`config.mk`:
```
export PLATFORM = sky130hd
export DESIGN_NAME = icy_metadata_stream_demux_flat
export DESIGN_NICKNAME = d
export VERILOG_FILES = /design/src/hw/rtl/icymd_pkg.sv /design/src/hw/rtl/icymd_stream_if.sv /design/src/hw/rtl/icymd_cfg.sv /design/src/hw/rtl/icymd_core.sv /design/src/hw/rtl/icy_metadata_stream_demux.sv /design/src/flat_wrapper.sv
export SDC_FILE = /design/constraint.sdc
export NUM_CORES = 1
export LEC_CHECK = 0
export BUFFER_PORTS_ARGS = -buffer_cell sky130_fd_sc_hd__buf_2
export CAP_MARGIN = 5
export CORE_ASPECT_RATIO = 0.7
export CORE_MARGIN = 10
export CORE_UTILIZATION = 45
export DETAILED_ROUTE_END_ITERATION = 8
export PLACE_DENSITY = 0.75
export SYNTH_ARGS = -nofsm -noshare
export SYNTH_HDL_FRONTEND = slang
export SYNTH_SLANG_ARGS = --single-unit
```
`constraint.sdc`:
```
create_clock -name clk -period 3.1 [get_ports clk]
set_input_delay 0.62 -clock clk [delete_from_list [all_inputs] [get_ports clk]]
set_output_delay 0.62 -clock clk [all_outputs]
set_load 0.01 [all_outputs]
```
`src/hw/rtl/icymd_pkg.sv`:
```
// Shared types, constants and the StreamTitle prefix table for the ICY
// metadata stream demultiplexer. No dependencies.
package icymd_pkg;

  localparam int unsigned BYTE_W       = 8;
  localparam int unsigned INTERVAL_W   = 27;
  localparam int unsigned META_CNT_W   = 12;
  localparam int unsigned PP_W         = 4;
  localparam int unsigned CFG_ADDR_W   = 3;
  localparam int unsigned CFG_DATA_W   = 32;

  localparam logic [META_CNT_W-1:0] MAX_META_BYTES   = 12'd4080;
  localparam logic [INTERVAL_W-1:0] INTERVAL_RESET   = 27'd16000;
  localparam logic [PP_W-1:0]       PREFIX_LEN       = 4'd13;

  localparam logic [BYTE_W-1:0] CH_S     = 8'h53;
  localparam logic [BYTE_W-1:0] CH_SEMI  = 8'h3B;
  localparam logic [BYTE_W-1:0] CH_QUOTE = 8'h27;

  // register index, from paddr[2]
  localparam logic [0:0] REG_ENABLE   = 1'b0;
  localparam logic [0:0] REG_INTERVAL = 1'b1;

  typedef enum logic {
    PH_AUDIO = 1'b0,
    PH_META  = 1'b1
  } phase_t;

  typedef struct packed {
    logic                  enable;
    logic [INTERVAL_W-1:0] interval;
  } cfg_t;

  typedef struct packed {
    logic              audio_valid;
    logic [BYTE_W-1:0] audio_byte;
    logic              title_char_valid;
    logic [BYTE_W-1:0] title_char;
    logic              title_discard;
    logic              block_end;
    logic              title_found;
    logic              format_error;
  } result_t;

  // StreamTitle=' one character per index
  function automatic logic [BYTE_W-1:0] prefix_char(input logic [PP_W-1:0] idx);
    logic [BYTE_W-1:0] ch;
    case (idx)
      4'd0:    ch = 8'h53; // S
      4'd1:    ch = 8'h74; // t
      4'd2:    ch = 8'h72; // r
      4'd3:    ch = 8'h65; // e
      4'd4:    ch = 8'h61; // a
      4'd5:    ch = 8'h6D; // m
      4'd6:    ch = 8'h54; // T
      4'd7:    ch = 8'h69; // i
      4'd8:    ch = 8'h74; // t
      4'd9:    ch = 8'h6C; // l
      4'd10:   ch = 8'h65; // e
      4'd11:   ch = 8'h3D; // =
      4'd12:   ch = 8'h27; // '
      default: ch = 8'h00;
    endcase
    return ch;
  endfunction

endpackage

```
`src/hw/rtl/icymd_stream_if.sv`:
```
// Valid/ready channel interfaces for the stream byte input and the result
// output. Depends on icymd_pkg.
interface icymd_in_if;
  logic                          valid;
  logic                          ready;
  logic [icymd_pkg::BYTE_W-1:0]  stream_byte;

  modport source (output valid, output stream_byte, input ready);
  modport sink   (input valid, input stream_byte, output ready);
endinterface

interface icymd_out_if;
  logic                          valid;
  logic                          ready;
  logic                          audio_valid;
  logic [icymd_pkg::BYTE_W-1:0]  audio_byte;
  logic                          title_char_valid;
  logic [icymd_pkg::BYTE_W-1:0]  title_char;
  logic                          title_discard;
  logic                          block_end;
  logic                          title_found;
  logic                          format_error;

  modport source (output valid, output audio_valid, output audio_byte,
                  output title_char_valid, output title_char, output title_discard,
                  output block_end, output title_found, output format_error,
                  input ready);
  modport sink   (input valid, input audio_valid, input audio_byte,
                  input title_char_valid, input title_char, input title_discard,
                  input block_end, input title_found, input format_error,
                  output ready);
endinterface

```
`src/hw/rtl/icymd_cfg.sv`:
```
// APB-style configuration registers: metadata enable and metadata interval.
// Depends on icymd_pkg.
module icymd_cfg (
  input  logic                                clk,
  input  logic                                rst_n,
  input  logic                                cfg_psel,
  input  logic                                cfg_penable,
  input  logic                                cfg_pwrite,
  input  logic [icymd_pkg::CFG_ADDR_W-1:0]    cfg_paddr,
  input  logic [icymd_pkg::CFG_DATA_W-1:0]    cfg_pwdata,
  output logic [icymd_pkg::CFG_DATA_W-1:0]    cfg_prdata,
  output logic                                cfg_pready,
  output icymd_pkg::cfg_t                     cfg_o
);

  logic                               enable_r;
  logic [icymd_pkg::INTERVAL_W-1:0]   interval_r;
  logic                               wr_en;
  logic [0:0]                         reg_idx;

  assign cfg_pready = 1'b1;
  assign wr_en      = cfg_psel && cfg_penable && cfg_pwrite;
  assign reg_idx    = cfg_paddr[2:2];

  always_ff @(posedge clk) begin
    if (!rst_n) begin
      enable_r   <= 1'b0;
      interval_r <= icymd_pkg::INTERVAL_RESET;
    end else if (wr_en) begin
      case (reg_idx)
        icymd_pkg::REG_ENABLE:   enable_r   <= cfg_pwdata[0];
        icymd_pkg::REG_INTERVAL: interval_r <= cfg_pwdata[icymd_pkg::INTERVAL_W-1:0];
        default: ;
      endcase
    end
  end

  always_comb begin
    case (reg_idx)
      icymd_pkg::REG_ENABLE:
        cfg_prdata = {{(icymd_pkg::CFG_DATA_W-1){1'b0}}, enable_r};
      icymd_pkg::REG_INTERVAL:
        cfg_prdata = {{(icymd_pkg::CFG_DATA_W-icymd_pkg::INTERVAL_W){1'b0}}, interval_r};
      default:
        cfg_prdata = '0;
    endcase
  end

  assign cfg_o.enable   = enable_r;
  assign cfg_o.interval = interval_r;

endmodule

```
`src/hw/rtl/icymd_core.sv`:
```
// Per-byte demux and StreamTitle matcher: holds the phase, counters and
// matcher flags and computes one result per stepped byte. Depends on icymd_pkg.
module icymd_core (
  input  logic                          clk,
  input  logic                          rst_n,
  input  logic                          step_i,
  input  logic [icymd_pkg::BYTE_W-1:0]  byte_i,
  input  icymd_pkg::cfg_t               cfg_i,
  output icymd_pkg::result_t            res_o
);

  icymd_pkg::phase_t                  phase_r, phase_nxt;
  logic [icymd_pkg::INTERVAL_W-1:0]   cnt_r, cnt_nxt;
  logic [icymd_pkg::META_CNT_W-1:0]   rem_r, rem_nxt;
  logic [icymd_pkg::PP_W-1:0]         pp_r, pp_nxt;
  logic                               act_r, act_nxt;
  logic                               nonempty_r, nonempty_nxt;
  logic                               qp_r, qp_nxt;
  logic                               rp_r, rp_nxt;
  logic                               tm_r, tm_nxt;
  logic                               zs_r, zs_nxt;

  logic                               interval_hit;
  logic                               last_meta;
  logic [icymd_pkg::META_CNT_W-1:0]   blk_len;

  assign interval_hit = (cnt_r >= cfg_i.interval);
  assign last_meta    = (rem_r <= icymd_pkg::META_CNT_W'(1));

  always_comb begin
    blk_len = {byte_i, 4'b0000};
    if (blk_len > icymd_pkg::MAX_META_BYTES) begin
      blk_len = icymd_pkg::MAX_META_BYTES;
    end
  end

  // phase
  always_comb begin
    phase_nxt = phase_r;
    if (step_i && cfg_i.enable) begin
      case (phase_r)
        icymd_pkg::PH_AUDIO: begin
          if (interval_hit && (byte_i != '0)) begin
            phase_nxt = icymd_pkg::PH_META;
          end
        end
        icymd_pkg::PH_META: begin
          if (last_meta) begin
            phase_nxt = icymd_pkg::PH_AUDIO;
          end
        end
        default: phase_nxt = icymd_pkg::PH_AUDIO;
      endcase
    end
  end

  // counters, matcher and result
  always_comb begin
    logic [icymd_pkg::PP_W-1:0] np;
    logic                       prefix_done;
    res_o        = '0;
    cnt_nxt      = cnt_r;
    rem_nxt      = rem_r;
    pp_nxt       = pp_r;
    act_nxt      = act_r;
    nonempty_nxt = nonempty_r;
    qp_nxt       = qp_r;
    rp_nxt       = rp_r;
    tm_nxt       = tm_r;
    zs_nxt       = zs_r;
    np           = '0;
    prefix_done  = 1'b0;

    if (!cfg_i.enable) begin
      res_o.audio_valid = 1'b1;
      res_o.audio_byte  = byte_i;
    end else if (phase_r == icymd_pkg::PH_AUDIO) begin
      if (!interval_hit) begin
        res_o.audio_valid = 1'b1;
        res_o.audio_byte  = byte_i;
        cnt_nxt           = cnt_r + 1'b1;
      end else begin
        cnt_nxt = '0;
        if (byte_i != '0) begin
          rem_nxt      = blk_len;
          pp_nxt       = '0;
          act_nxt      = 1'b0;
          nonempty_nxt = 1'b0;
          qp_nxt       = 1'b0;
          rp_nxt       = 1'b0;
          tm_nxt       = 1'b0;
          zs_nxt       = 1'b0;
        end
      end
    end else begin
      if (!zs_r && !tm_r) begin
        if (byte_i == '0) begin
          zs_nxt = 1'b1;
          if (nonempty_r || qp_r) begin
            res_o.title_discard = 1'b1;
          end
          act_nxt      = 1'b0;
          nonempty_nxt = 1'b0;
          qp_nxt       = 1'b0;
          rp_nxt       = 1'b0;
        end else begin
          if ((pp_r < icymd_pkg::PREFIX_LEN) && (byte_i == icymd_pkg::prefix_char(pp_r))) begin
            np = pp_r + 1'b1;
          end else begin
            np = (byte_i == icymd_pkg::CH_S) ? icymd_pkg::PP_W'(1) : '0;
          end
          if (np >= icymd_pkg::PREFIX_LEN) begin
            prefix_done = 1'b1;
            np          = '0;
          end
          pp_nxt = np;

          if (qp_r) begin
            qp_nxt = 1'b0;
            if (byte_i == icymd_pkg::CH_SEMI) begin
              tm_nxt  = 1'b1;
              act_nxt = 1'b0;
              rp_nxt  = 1'b0;
            end else begin
              res_o.title_discard = 1'b1;
              act_nxt             = 1'b0;
              nonempty_nxt        = 1'b0;
              if (rp_r) begin
                rp_nxt = 1'b0;
                if (byte_i != icymd_pkg::CH_QUOTE) begin
                  act_nxt                = 1'b1;
                  nonempty_nxt           = 1'b1;
                  res_o.title_char_valid = 1'b1;
                  res_o.title_char       = byte_i;
                end
              end
            end
          end else if (act_r) begin
            if (byte_i == icymd_pkg::CH_QUOTE) begin
              act_nxt = 1'b0;
              if (nonempty_r) begin
                qp_nxt      = 1'b1;
                rp_nxt      = prefix_done;
                prefix_done = 1'b0;
              end
              nonempty_nxt = 1'b0;
            end else begin
              nonempty_nxt           = 1'b1;
              res_o.title_char_valid = 1'b1;
              res_o.title_char       = byte_i;
            end
          end

          if (prefix_done && !act_nxt && !qp_nxt) begin
            act_nxt      = 1'b1;
            nonempty_nxt = 1'b0;
          end
        end
      end

      if (last_meta) begin
        rem_nxt         = '0;
        res_o.block_end = 1'b1;
        if (tm_nxt) begin
          res_o.title_found = 1'b1;
        end else begin
          res_o.format_error = 1'b1;
          if ((act_nxt && nonempty_nxt) || qp_nxt) begin
            res_o.title_discard = 1'b1;
          end
        end
        cnt_nxt      = '0;
        pp_nxt       = '0;
        act_nxt      = 1'b0;
        nonempty_nxt = 1'b0;
        qp_nxt       = 1'b0;
        rp_nxt       = 1'b0;
        tm_nxt       = 1'b0;
        zs_nxt       = 1'b0;
      end else begin
        rem_nxt = rem_r - 1'b1;
      end
    end
  end

  always_ff @(posedge clk) begin
    if (!rst_n) begin
      phase_r    <= icymd_pkg::PH_AUDIO;
      cnt_r      <= '0;
      rem_r      <= '0;
      pp_r       <= '0;
      act_r      <= 1'b0;
      nonempty_r <= 1'b0;
      qp_r       <= 1'b0;
      rp_r       <= 1'b0;
      tm_r       <= 1'b0;
      zs_r       <= 1'b0;
    end else if (step_i) begin
      phase_r    <= phase_nxt;
      cnt_r      <= cnt_nxt;
      rem_r      <= rem_nxt;
      pp_r       <= pp_nxt;
      act_r      <= act_nxt;
      nonempty_r <= nonempty_nxt;
      qp_r       <= qp_nxt;
      rp_r       <= rp_nxt;
      tm_r       <= tm_nxt;
      zs_r       <= zs_nxt;
    end
  end

endmodule

```
`src/hw/rtl/icy_metadata_stream_demux.sv`:
```
// Top level of the ICY metadata stream demultiplexer: input register, core,
// result register and configuration registers. Depends on icymd_pkg,
// icymd_stream_if, icymd_cfg and icymd_core.

// Takes one stream byte per beat and returns exactly one result beat per
// byte, sustaining one byte per clock cycle while out_m.ready does not hold
// back the result; the byte goes through an input register, then the core's
// demux and StreamTitle matcher update combinationally, then a result
// register. Results come out in input order. Configuration registers
// (metadata_enable at 0x0, meta_interval at 0x4) are written over the APB
// port and should only change while no byte is in flight.
module icy_metadata_stream_demux (
  input  logic                              clk,
  input  logic                              rst_n,
  icymd_in_if.sink                          in_s,
  icymd_out_if.source                       out_m,
  input  logic                              cfg_psel,
  input  logic                              cfg_penable,
  input  logic                              cfg_pwrite,
  input  logic [icymd_pkg::CFG_ADDR_W-1:0]  cfg_paddr,
  input  logic [icymd_pkg::CFG_DATA_W-1:0]  cfg_pwdata,
  output logic [icymd_pkg::CFG_DATA_W-1:0]  cfg_prdata,
  output logic                              cfg_pready
);

  icymd_pkg::cfg_t               cfg;
  icymd_pkg::result_t            res;
  icymd_pkg::result_t            res_r;
  logic                          in_vld_r;
  logic [icymd_pkg::BYTE_W-1:0]  in_byte_r;
  logic                          out_vld_r;
  logic                          adv;
  logic                          step;

  icymd_cfg u_cfg (
    .clk         (clk),
    .rst_n       (rst_n),
    .cfg_psel    (cfg_psel),
    .cfg_penable (cfg_penable),
    .cfg_pwrite  (cfg_pwrite),
    .cfg_paddr   (cfg_paddr),
    .cfg_pwdata  (cfg_pwdata),
    .cfg_prdata  (cfg_prdata),
    .cfg_pready  (cfg_pready),
    .cfg_o       (cfg)
  );

  assign adv        = !out_vld_r || out_m.ready;
  assign step       = in_vld_r && adv;
  assign in_s.ready = !in_vld_r || adv;

  always_ff @(posedge clk) begin
    if (!rst_n) begin
      in_vld_r <= 1'b0;
    end else if (in_s.ready) begin
      in_vld_r <= in_s.valid;
    end
  end

  always_ff @(posedge clk) begin
    if (in_s.ready) begin
      in_byte_r <= in_s.stream_byte;
    end
  end

  icymd_core u_core (
    .clk    (clk),
    .rst_n  (rst_n),
    .step_i (step),
    .byte_i (in_byte_r),
    .cfg_i  (cfg),
    .res_o  (res)
  );

  always_ff @(posedge clk) begin
    if (!rst_n) begin
      out_vld_r <= 1'b0;
    end else if (adv) begin
      out_vld_r <= in_vld_r;
    end
  end

  always_ff @(posedge clk) begin
    if (step) begin
      res_r <= res;
    end
  end

  assign out_m.valid            = out_vld_r;
  assign out_m.audio_valid      = res_r.audio_valid;
  assign out_m.audio_byte       = res_r.audio_byte;
  assign out_m.title_char_valid = res_r.title_char_valid;
  assign out_m.title_char       = res_r.title_char;
  assign out_m.title_discard    = res_r.title_discard;
  assign out_m.block_end        = res_r.block_end;
  assign out_m.title_found      = res_r.title_found;
  assign out_m.format_error     = res_r.format_error;

`ifndef SYNTHESIS
  a_status_needs_end: assert property (@(posedge clk) disable iff (!rst_n)
    out_vld_r && (res_r.title_found || res_r.format_error) |-> res_r.block_end)
    else $error("title_found or format_error without block_end");

  a_end_one_status: assert property (@(posedge clk) disable iff (!rst_n)
    out_vld_r && res_r.block_end |-> (res_r.title_found != res_r.format_error))
    else $error("block_end needs exactly one of title_found and format_error");

  a_audio_exclusive: assert property (@(posedge clk) disable iff (!rst_n)
    out_vld_r && res_r.audio_valid |->
      !res_r.title_char_valid && !res_r.block_end && !res_r.title_discard)
    else $error("audio beat carries metadata flags");

  a_step_fills_out: assert property (@(posedge clk) disable iff (!rst_n)
    step |=> out_vld_r)
    else $error("stepped byte did not reach the result register");
`endif

endmodule
```
`src/flat_wrapper.sv`:
```
// flat-port wrapper written by rule: the top's interface ports become plain ports
module icy_metadata_stream_demux_flat 
  (clk, rst_n, cfg_psel, cfg_penable, cfg_pwrite, cfg_paddr, cfg_pwdata, cfg_prdata, cfg_pready, in_s_valid, in_s_stream_byte, in_s_ready, out_m_valid, out_m_audio_valid, out_m_audio_byte, out_m_title_char_valid, out_m_title_char, out_m_title_discard, out_m_block_end, out_m_title_found, out_m_format_error, out_m_ready);
  icymd_in_if in_s_i ();
  icymd_out_if out_m_i ();
  input  logic clk;
  input  logic rst_n;
  input  logic cfg_psel;
  input  logic cfg_penable;
  input  logic cfg_pwrite;
  input  logic [icymd_pkg::CFG_ADDR_W-1:0] cfg_paddr;
  input  logic [icymd_pkg::CFG_DATA_W-1:0] cfg_pwdata;
  output logic [icymd_pkg::CFG_DATA_W-1:0] cfg_prdata;
  output logic cfg_pready;
  input wire logic [$bits(in_s_i.valid)-1:0] in_s_valid;
  input wire logic [$bits(in_s_i.stream_byte)-1:0] in_s_stream_byte;
  output wire logic [$bits(in_s_i.ready)-1:0] in_s_ready;
  output wire logic [$bits(out_m_i.valid)-1:0] out_m_valid;
  output wire logic [$bits(out_m_i.audio_valid)-1:0] out_m_audio_valid;
  output wire logic [$bits(out_m_i.audio_byte)-1:0] out_m_audio_byte;
  output wire logic [$bits(out_m_i.title_char_valid)-1:0] out_m_title_char_valid;
  output wire logic [$bits(out_m_i.title_char)-1:0] out_m_title_char;
  output wire logic [$bits(out_m_i.title_discard)-1:0] out_m_title_discard;
  output wire logic [$bits(out_m_i.block_end)-1:0] out_m_block_end;
  output wire logic [$bits(out_m_i.title_found)-1:0] out_m_title_found;
  output wire logic [$bits(out_m_i.format_error)-1:0] out_m_format_error;
  input wire logic [$bits(out_m_i.ready)-1:0] out_m_ready;
  assign in_s_i.valid = in_s_valid;
  assign in_s_i.stream_byte = in_s_stream_byte;
  assign in_s_ready = in_s_i.ready;
  assign out_m_valid = out_m_i.valid;
  assign out_m_audio_valid = out_m_i.audio_valid;
  assign out_m_audio_byte = out_m_i.audio_byte;
  assign out_m_title_char_valid = out_m_i.title_char_valid;
  assign out_m_title_char = out_m_i.title_char;
  assign out_m_title_discard = out_m_i.title_discard;
  assign out_m_block_end = out_m_i.block_end;
  assign out_m_title_found = out_m_i.title_found;
  assign out_m_format_error = out_m_i.format_error;
  assign out_m_i.ready = out_m_ready;
  icy_metadata_stream_demux u_core (.clk(clk), .rst_n(rst_n), .in_s(in_s_i), .out_m(out_m_i), .cfg_psel(cfg_psel), .cfg_penable(cfg_penable), .cfg_pwrite(cfg_pwrite), .cfg_paddr(cfg_paddr), .cfg_pwdata(cfg_pwdata), .cfg_prdata(cfg_prdata), .cfg_pready(cfg_pready));
endmodule
```
# Word-level counts from Yosys, hierarchy flattened

Memories as Yosys holds them, arrays and structs flattened. A register that Yosys moved wholly into a read port is not among the register bits.
Index checks and enable logic that the tools add are counted.

Word-level logic and storage cells: 204
Memory bits (read-only): 112
Input bits: 50
Memories: 1
Bits in registers: 110

Reduce and logical (&&, ||, !) cells: 35
Bitwise operators: 4
Multiplexer cells: 121
Equality and inequality tests: 12
Add/sub/neg operators: 3
Order comparisons: 5

Memory list:

| memory          | words | bits a word | read ports | clocked after memory_dff | wr ports | RTL line        | source |
|---|---|---|---|---|---|---|---|
| (no name shown) | 16    | 7           | 1          | 1                        | 0        | icymd_pkg.sv:48 | `case (idx)` |

Operator list:

| kind                                                                   | count |
|---|---|
| 1-bit 2-to-1 mux                                                       | 83 |
| 27-bit 2-to-1 mux                                                      | 3 |
| 32-bit case mux with 2 select lines                                    | 1 |
| 9-bit 2-to-1 mux                                                       | 7 |
| 12-bit 2-to-1 mux                                                      | 5 |
| 4-bit 2-to-1 mux                                                       | 15 |
| 8-bit 2-to-1 mux                                                       | 5 |
| 27-bit by 1-bit adder with 27-bit output, second input constant        | 1 |
| 27-bit greater-or-equal comparator                                     | 1 |
| 8-bit by 6-bit equality test with 1-bit output, second input constant  | 2 |
| 5-bit by 1-bit != test with 1-bit output, second input constant        | 3 |
| 12-bit > comparator, second input constant                             | 1 |
| 12-bit by 1-bit <= comparator with 1-bit output, second input constant | 1 |
| 6-bit AND reduction                                                    | 2 |
| 12-bit by 1-bit subtractor with 12-bit output, second input constant   | 1 |
| 1-bit logical AND                                                      | 10 |
| 10-bit 2-to-1 mux                                                      | 1 |
| 8-bit by 7-bit equality test with 1-bit output, second input constant  | 1 |
| 8-bit equality test                                                    | 1 |
| 8-bit logical NOT                                                      | 1 |
| 8-bit by 6-bit != test with 1-bit output, second input constant        | 1 |
| 2-bit AND reduction                                                    | 4 |
| 8-bit AND reduction                                                    | 1 |
| 8-bit nonzero test                                                     | 1 |
| 14 further kinds                                                       | 28 |

# Longest topological paths before layout

Gate-level depths: netlist of run 1.

Word-level depth: 34
Gate-level depth with buffers: 14
Depth with buffers taken out: 13

# Modules after synthesis

A second synthesis of run 1 with hierarchy kept.

Cell total of the unflattened synthesis: 718
Area, all modules: 6485.0 sq um

By module, submodules not included:

| module                    | instances | area each (sq um) | cells an instance |
|---|---|---|---|
| icymd_core                | 1         | 4070.2            | 519 |
| icymd_cfg                 | 1         | 1432.6            | 161 |
| icy_metadata_stream_demux | 1         | 982.2             | 38 |

# Worst setup path before layout of run 1

OpenSTA, ideal clock, no wires.

Path kind: register to register
From: register u_core.u_core.cnt_r[18] (netlist bit)
To: register with a tool-made name
Setup slack: 162 ps
Required time: 2979 ps
Cell stages (with the launch flop): 13
Path buffers: 0
Arrival time: 2817 ps
Period minus slack after synthesis: 2938 ps
Library setup time: 121 ps
Cell sequence: dfxtp_1 > ha_1 > a21oi_1 > o21ai_0 > a2111oi_0 > a22oi_2 > a21oi_2 > mux2i_1 > nand2b_1 > ha_1 > o21ai_0 > o31ai_1 > mux2_2

RTL lines:

| what                   | RTL line          | source |
|---|---|---|
| from (decl)            | icymd_core.sv:13  | `logic [icymd_pkg::INTERVAL_W-1:0] cnt_r, cnt_nxt;` |
| from (signal assigned) | icymd_core.sv:200 | `cnt_r <= cnt_nxt;` |

==> results of run 1 <==
[synthesized netlist by cell type, types with 4 or more instances]
| cell | n |
|---|---|
| a211oi_1 | 4 |
| nand4_1 | 13 |
| and2_1 | 17 |
| nand3_1 | 23 |
| clkbuf_1 | 21 |
| nand2_1 | 108 |
| and3_1 | 6 |
| buf_2 | 8 |
| nand2b_1 | 6 |
| buf_4 | 7 |
| inv_1 | 42 |
| xnor2_1 | 14 |
| nor2b_1 | 6 |
| edfxtp_1 | 30 |
| o21ai_0 | 23 |
| nor3_1 | 15 |
| ha_1 | 36 |
| a21oi_1 | 60 |
| and4_1 | 6 |
| xor2_1 | 22 |
| nor4_1 | 6 |
| nor2_1 | 88 |
| dfxtp_1 | 87 |
| o211ai_1 | 6 |
[cells by family after synthesis]
family,Yosys count,synth area share [%]
AND/OR/NAND/NOR,321,24.9
AO/OA/AOI/OAI,141,14.7
flip-flops,117,42.1
buffers and inverters,81,5.43
adder cells (fa/ha/maj),36,7.18
XOR/XNOR,36,5.03
multiplexers,3,0.519
other,2,0.120
[flip-flops by register name (all words and copies together), names as in the netlist, 4 cells and up, named ones only]
signal / count
u_core.out_m.audio_byte: 8
u_core.in_byte_r: 8
u_core.u_cfg.interval_r: 27
u_core.u_core.rem_r: 12
u_core.u_core.cnt_r: 27
u_core.u_core.pp_r: 4
u_core.out_m.title_char: 8
[worst max-delay path: cells and delay by family, from the launching register on]
kind                     cells  cell delay (ps)
AND/OR/NAND/NOR              6             1220
AO/OA/AOI/OAI                3              450
buffers and inverters        2              150
adder cells (fa/ha/maj)      2              540
flip-flops                   1              390
[per-stage QoR]
stage	area, µm²	hold WS, ps	util [%]	setup WS (ps)	instances
after floorplan	6290	436	-	162	741
after global placement	7080	443	52.8	126	1018
after detailed placement	7080	447	52.8	89.2	1018
after CTS	7600	369	56.7	33.2	1050
after global routing	7670	366	57.2	8.74	1051
final	7670	381	57.2	229	1051
[power groups by stage]
stage	Combinational (W)	Clock, W	Sequential, W
6_report	0.000192	0.00177	0.00161
5_1_grt	0.000211	0.00186	0.00161
4_1_cts	0.000190	0.00178	0.00161
3_5_place_dp	0.000189	0	0.00164
3_3_place_gp	0.000187	0	0.00164
2_1_floorplan	0.0000976	0	0.00165
[metal layers]
layer | wire [µm] | vias to the layer above
li1 | - | 2784
met1 | 7580 | 2561
met2 | 7400 | 161
met3 | 918 | 25
met4 | 237 | 0
met5 | 0 | -
[how the worst min path moves through the flow]
stage                                           start                     endpoint
after floorplan           u_core.u_cfg.interval_r[14]  u_core.u_cfg.interval_r[14]
after detailed placement  u_core.u_cfg.interval_r[15]  u_core.u_cfg.interval_r[15]
after global routing              in_s_stream_byte[4]          u_core.in_byte_r[4]
after global placement    u_core.u_cfg.interval_r[23]  u_core.u_cfg.interval_r[23]
after CTS                         in_s_stream_byte[2]          u_core.in_byte_r[2]
final                             in_s_stream_byte[3]          u_core.in_byte_r[3]
[placed cells by master, fill, tap and decap left out, types with 4 or more instances in the layout]
cell type and count:
edfxtp_1 30, o211ai_1 6, and3_1 6, nor2b_1 6, and2_1 17, o21ai_0 22
xor2_1 22, ha_1 35, buf_4 36, clkinv_1 7, dfxtp_1 87, a21oi_2 4
and4_1 4, a211oi_1 4, clkbuf_16 17, nand4_1 13, nand2_1 108, nand2b_1 4
conb_1 6, a21oi_1 58, inv_1 42, nor2_1 87, nor4_1 6, nand3_1 21
buf_2 93, clkinv_2 4, nor3_1 15, xnor2_1 14
[what timing repair did]
action	in CTS	in global routing
endpoints found under the setup margin	0	6
buffers inserted	0	1
resized for setup	0	15
[final cells by class]
| type | count | area share [%] |
|---|---|---|
| Tap cell | 185 | 3.02 |
| Sequential cell | 117 | 34.5 |
| Multi-Input combinational cell | 543 | 43.9 |
| Clock inverter | 12 | 1.16 |
| Timing Repair Buffer | 129 | 9.60 |
| Clock buffer | 20 | 5.70 |
| Inverter | 45 | 2.20 |
==> impl_metrics.toml, run 1 <==
[setup_path]
required_ps = 3390
worst_path_largest_cell_delay_ps = 390
crit_arrival_ps = 3160
crit_fanout = 5
worstRegToRegCells = 13
worstSetupPathType = "flop to flop"
worstPathCellList = "inv_1 > ha_1 > or2_1 > and4_2 > nand2b_2 > nor2_2 > and4_2 > a31o_2 > inv_1 > ha_1 > nand2_1 > o221ai_1 > o2bb2ai_1"
rrSetupSlack_ps = 230
r2r-start = "u_core.u_core.rem_r[0]"
startpoint = "u_core.u_core.rem_r[0]"
cpMaxStageDelayCell = "dfxtp_1"
start_kind = "flop"
end_kind = "flop"

[sta]
max_clock_freq_mhz = 348
worst_pin_slew_ps = 660
slew_headroom_pct = 55.6
fin_crit_ps = 2870
rsz0062_at_grt = "false"
final-hold-violation-count = 0
fin_tns_setup_ps = 0
fin_crit_sh_pct = 92.6
finClkSkew_ps = 11.7
final_max_slew_viol_count = 0
setup_viol_count_final = 0

[global_routing]
grt_use_met3_pct = 4.61
grt_use_met2_pct = 25.5
top_usage_layer = "met2"
grt.met1_usage_pct = 21.7
grt-ovfl-total = 0
grt_max_degree = 33
antenna_found_initial = 0
grt_pass1_vias = 5279
grt_usage_pct = 16.4
grt_pass1_wl_um = 26400

[placement]
gp_congestion = 0.896
dp.final_hpwl_um = 11700
io_buffers = 93

[power]
switching_share_pct = 23.0
p_comb_share_pct = 5.4
p_switching_w = 0.000822
total_power_w = 0.00357
powerDensity_mw_per_mm2 = 466
p_leak_nw = 3.14
power_frac_seq_pct = 45.1
clkPwrFrac_pct = 49.6
worst_ir_drop_vdd_mv = 0.455
power.internal_w = 0.00275

[cells_and_area]
drive_above_1_share_pct = 22.4
fin_nets = 939
regArea_mm2 = 0.00264
multi_input_area_mm2 = 0.00336
fill_cells = 1218
num_antenna_cells = 0
areaGrowthSynthToFinish_pct = 22.3

[die]
core_mm2 = 0.0134
fp.dieH_um = 119
pin_count = 107
die_x_um = 161
die_area_mm2 = 0.0191
num_rows = 35
start_util_pct = 46.8

[detailed_routing]
drt-pass1-iter-count = 5
wl_per_cell_um = 15.4
drtIter0Drc = 541
drc = 0
via_per_inst = 5.26
drt-total-wl_um = 16100
ant_nets = 0
vias = 5531

[clock_tree]
clock_path_buffers = 2
h-tree-depth = 4
cts_buffers = 17
clock_latency_ps = 420
numClockSinks = 117
clock-root-buffer = "clkbuf_16"
cts_tree = "built"
cts.hold.buffers_added = 0
clk_pin_slew_ps = 50

[synthesis]
synth_cell_types = 74
synth_seq_cells = 117
avgSynthCellArea_um2 = 8.51
syn-cell-area_mm2 = 0.00627
synth_edf_count = 30
synth_area_leader_cell = "dfxtp_1"
yosysSeqAreaShare_pct = 42.1
yosysWarnings = 0
yosysTopAreaCellShare_pct = 27.8
ys.flop_type = "dfxtp_1"
syn_inst = 737
synth-async-reset-ratio_pct = 0
synth.area.top_cells = "dfxtp_1 (28%), edfxtp_1 (14%), ha_1 (7.2%), nand2_1 (6.5%), nor2_1 (5.3%)"

[min_path]
min_path_cells = 1
min_path_type = "primary input to flop"

[job]
max-cap-violations = 0

[outcome]
outcome = "completed"
Power figures use the tool's default switching activity.
==> inputs of run 2 (changes only) <==
CELL_PAD_IN_SITES_DETAIL_PLACEMENT = 0   (was unset)
CELL_PAD_IN_SITES_GLOBAL_PLACEMENT = 1   (was unset)
CORE_UTILIZATION = 38   (was 45)
PLACE_DENSITY = 0.82   (was 0.75)
==> impl_metrics.toml, run 2 (same netlist as run 1, synthesis figures left out) <==
[outcome]
outcome = "completed"

[setup_path]
crit_arrival_ps = 3200
crit_fanout = 6
end_kind = "flop"
worstSetupPathType = "flop to flop"
start_kind = "flop"
required_ps = 3400

[detailed_routing]
drt-pass1-iter-count = 5
ant_nets = 0
drtIter0Drc = 400
vias = 5402
wl_per_cell_um = 15.1
via_per_inst = 4.92
drt-total-wl_um = 16600
drc = 0

[cells_and_area]
post-route-util_pct = 48.1
reg_top3 = "u_core.u_cfg.interval_r x27, u_core.u_core.cnt_r x27, u_core.u_core.rem_r x12"
fin_nets = 945
fin_cells = 1098
final_area_mm2 = 0.00782
drive_above_1_share_pct = 22.5
fill_cells = 1612
layout_common_cells = "nand2_1 (108), buf_2 (93), nor2_1 (87), dfxtp_1 (87), a21oi_1 (59)"
layout_commonest_cell = "nand2_1"
areaGrowthSynthToFinish_pct = 24.6

[global_routing]
grt_usage_pct = 15.1
grt_pass1_vias = 5342
grt_pass1_wl_um = 27400
grt-ovfl-total = 0
antenna_found_initial = 1
grt_max_degree = 31

[clock_tree]
cts_buffers = 17
numClockSinks = 117
clk_pin_slew_ps = 50
h-tree-depth = 4
cts_tree = "built"
cts.hold.buffers_added = 0
clock_path_buffers = 2
clock_latency_ps = 410
clock-root-buffer = "clkbuf_16"

[die]
start_util_pct = 38.6
num_rows = 39
core_mm2 = 0.0162
die_x_um = 174
die_area_mm2 = 0.0221
pin_count = 107
fp.dieH_um = 127

[placement]
dp.final_hpwl_um = 12400
dpl.cell_count = 1064
io_buffers = 93
gp_congestion = 0.848
postPlaceCellArea_mm2 = 0.00718

[sta]
worst_pin_slew_ps = 612
slew_headroom_pct = 58.8
finClkSkew_ps = 10.4
fin_crit_sh_pct = 93.6
final_max_slew_viol_count = 0
fin_tns_setup_ps = 0
whs_ps = 383
setup_viol_count_final = 0
fin_crit_ps = 2900
final-hold-violation-count = 0
max_clock_freq_mhz = 345

[power]
p_leak_nw = 3.20
worst_ir_drop_vdd_mv = 0.330
powerDensity_mw_per_mm2 = 484

[min_path]
min_path_type = "primary input to flop"

[job]
max-cap-violations = 0
==> run 2: changes by cell type in the layout (fill, tap and decap cells not counted), sizes merged <==
cell and delta:
clkinvlp -1, diode +1, clkinv -4, bufinv +1, clkbuf +4, buf +6
==> run 2: routing by layer <==
metal | vias up | track usage [%] | part of all wire (%)
met3 | 17 | 4.00 | 5.3
li1 | 2788 | - | -
met1 | 2481 | 20.3 | 50
met4 | 0 | 4.45 | 1.2
met2 | 116 | 23.4 | 44
met5 | - | 0 | 0
==> run 2: path summary, 6_finish.rpt <==
| path | start | endpoint | slack [ps] | cells after the start |
|---|---|---|---|---|
| worst max-delay path | u_core.u_core.rem_r[0] | flop | 200 | 13 |
| worst min-delay path | in_s_stream_byte[7] | u_core.in_byte_r[7] | 380 | 1 |
| worst max register to register | u_core.u_core.rem_r[0] | flop | 200 | 13 |
| worst min register to register | u_core.u_cfg.interval_r[24] | u_core.u_cfg.interval_r[24] | 450 | 2 |
==> run 2: layout make-up <==
type	instances	area, µm²	area share, %
Multi-Input combinational cell	543	3330	42.6
Sequential cell	117	2640	33.8
Timing Repair Buffer	135	793	10.1
Clock buffer	24	503	6.44
Tap cell	225	282	3.60
Inverter	45	169	2.16
Clock inverter	8	96.3	1.23
Antenna cell	1	2.50	0.0320
==> run 2: what timing repair did <==
action                     CTS  global route
gates resized for setup      0             7
setup endpoints to repair    0             5
setup buffers                0             1
==> run 2: critical path, stage by stage (launching register included) <==
cell	delay, ps
dfxtp_1	390
inv_1	80
ha_1	260
or2_1	250
and4_1	280
nand3_2	160
a22oi_2	120
a21oi_2	210
mux2i_1	90
nand2b_2	230
ha_1	380
nand2_1	70
o221ai_1	180
o2bb2ai_1	80
==> run 2: through the flow <==
step           worst slack (ps)  power [W]
6_report                    198    0.00378
5_1_grt                   -2.23    0.00392
4_1_cts                    36.8    0.00382
3_5_place_dp               75.4    0.00184
3_3_place_gp               78.6    0.00183
2_1_floorplan               162    0.00175
==> run 2: power by group <==
| group | internal [W] | total [W] | switching, W | leakage (nW) |
|---|---|---|---|---|
| Sequential | 0.00160 | 0.00161 | 0.0000138 | 0.983 |
| Combinational | 0.0000747 | 0.000193 | 0.000118 | 1.92 |
| Clock | 0.00129 | 0.00198 | 0.000690 | 0.295 |
| Total | 0.00296 | 0.00378 | 0.000822 | 3.20 |
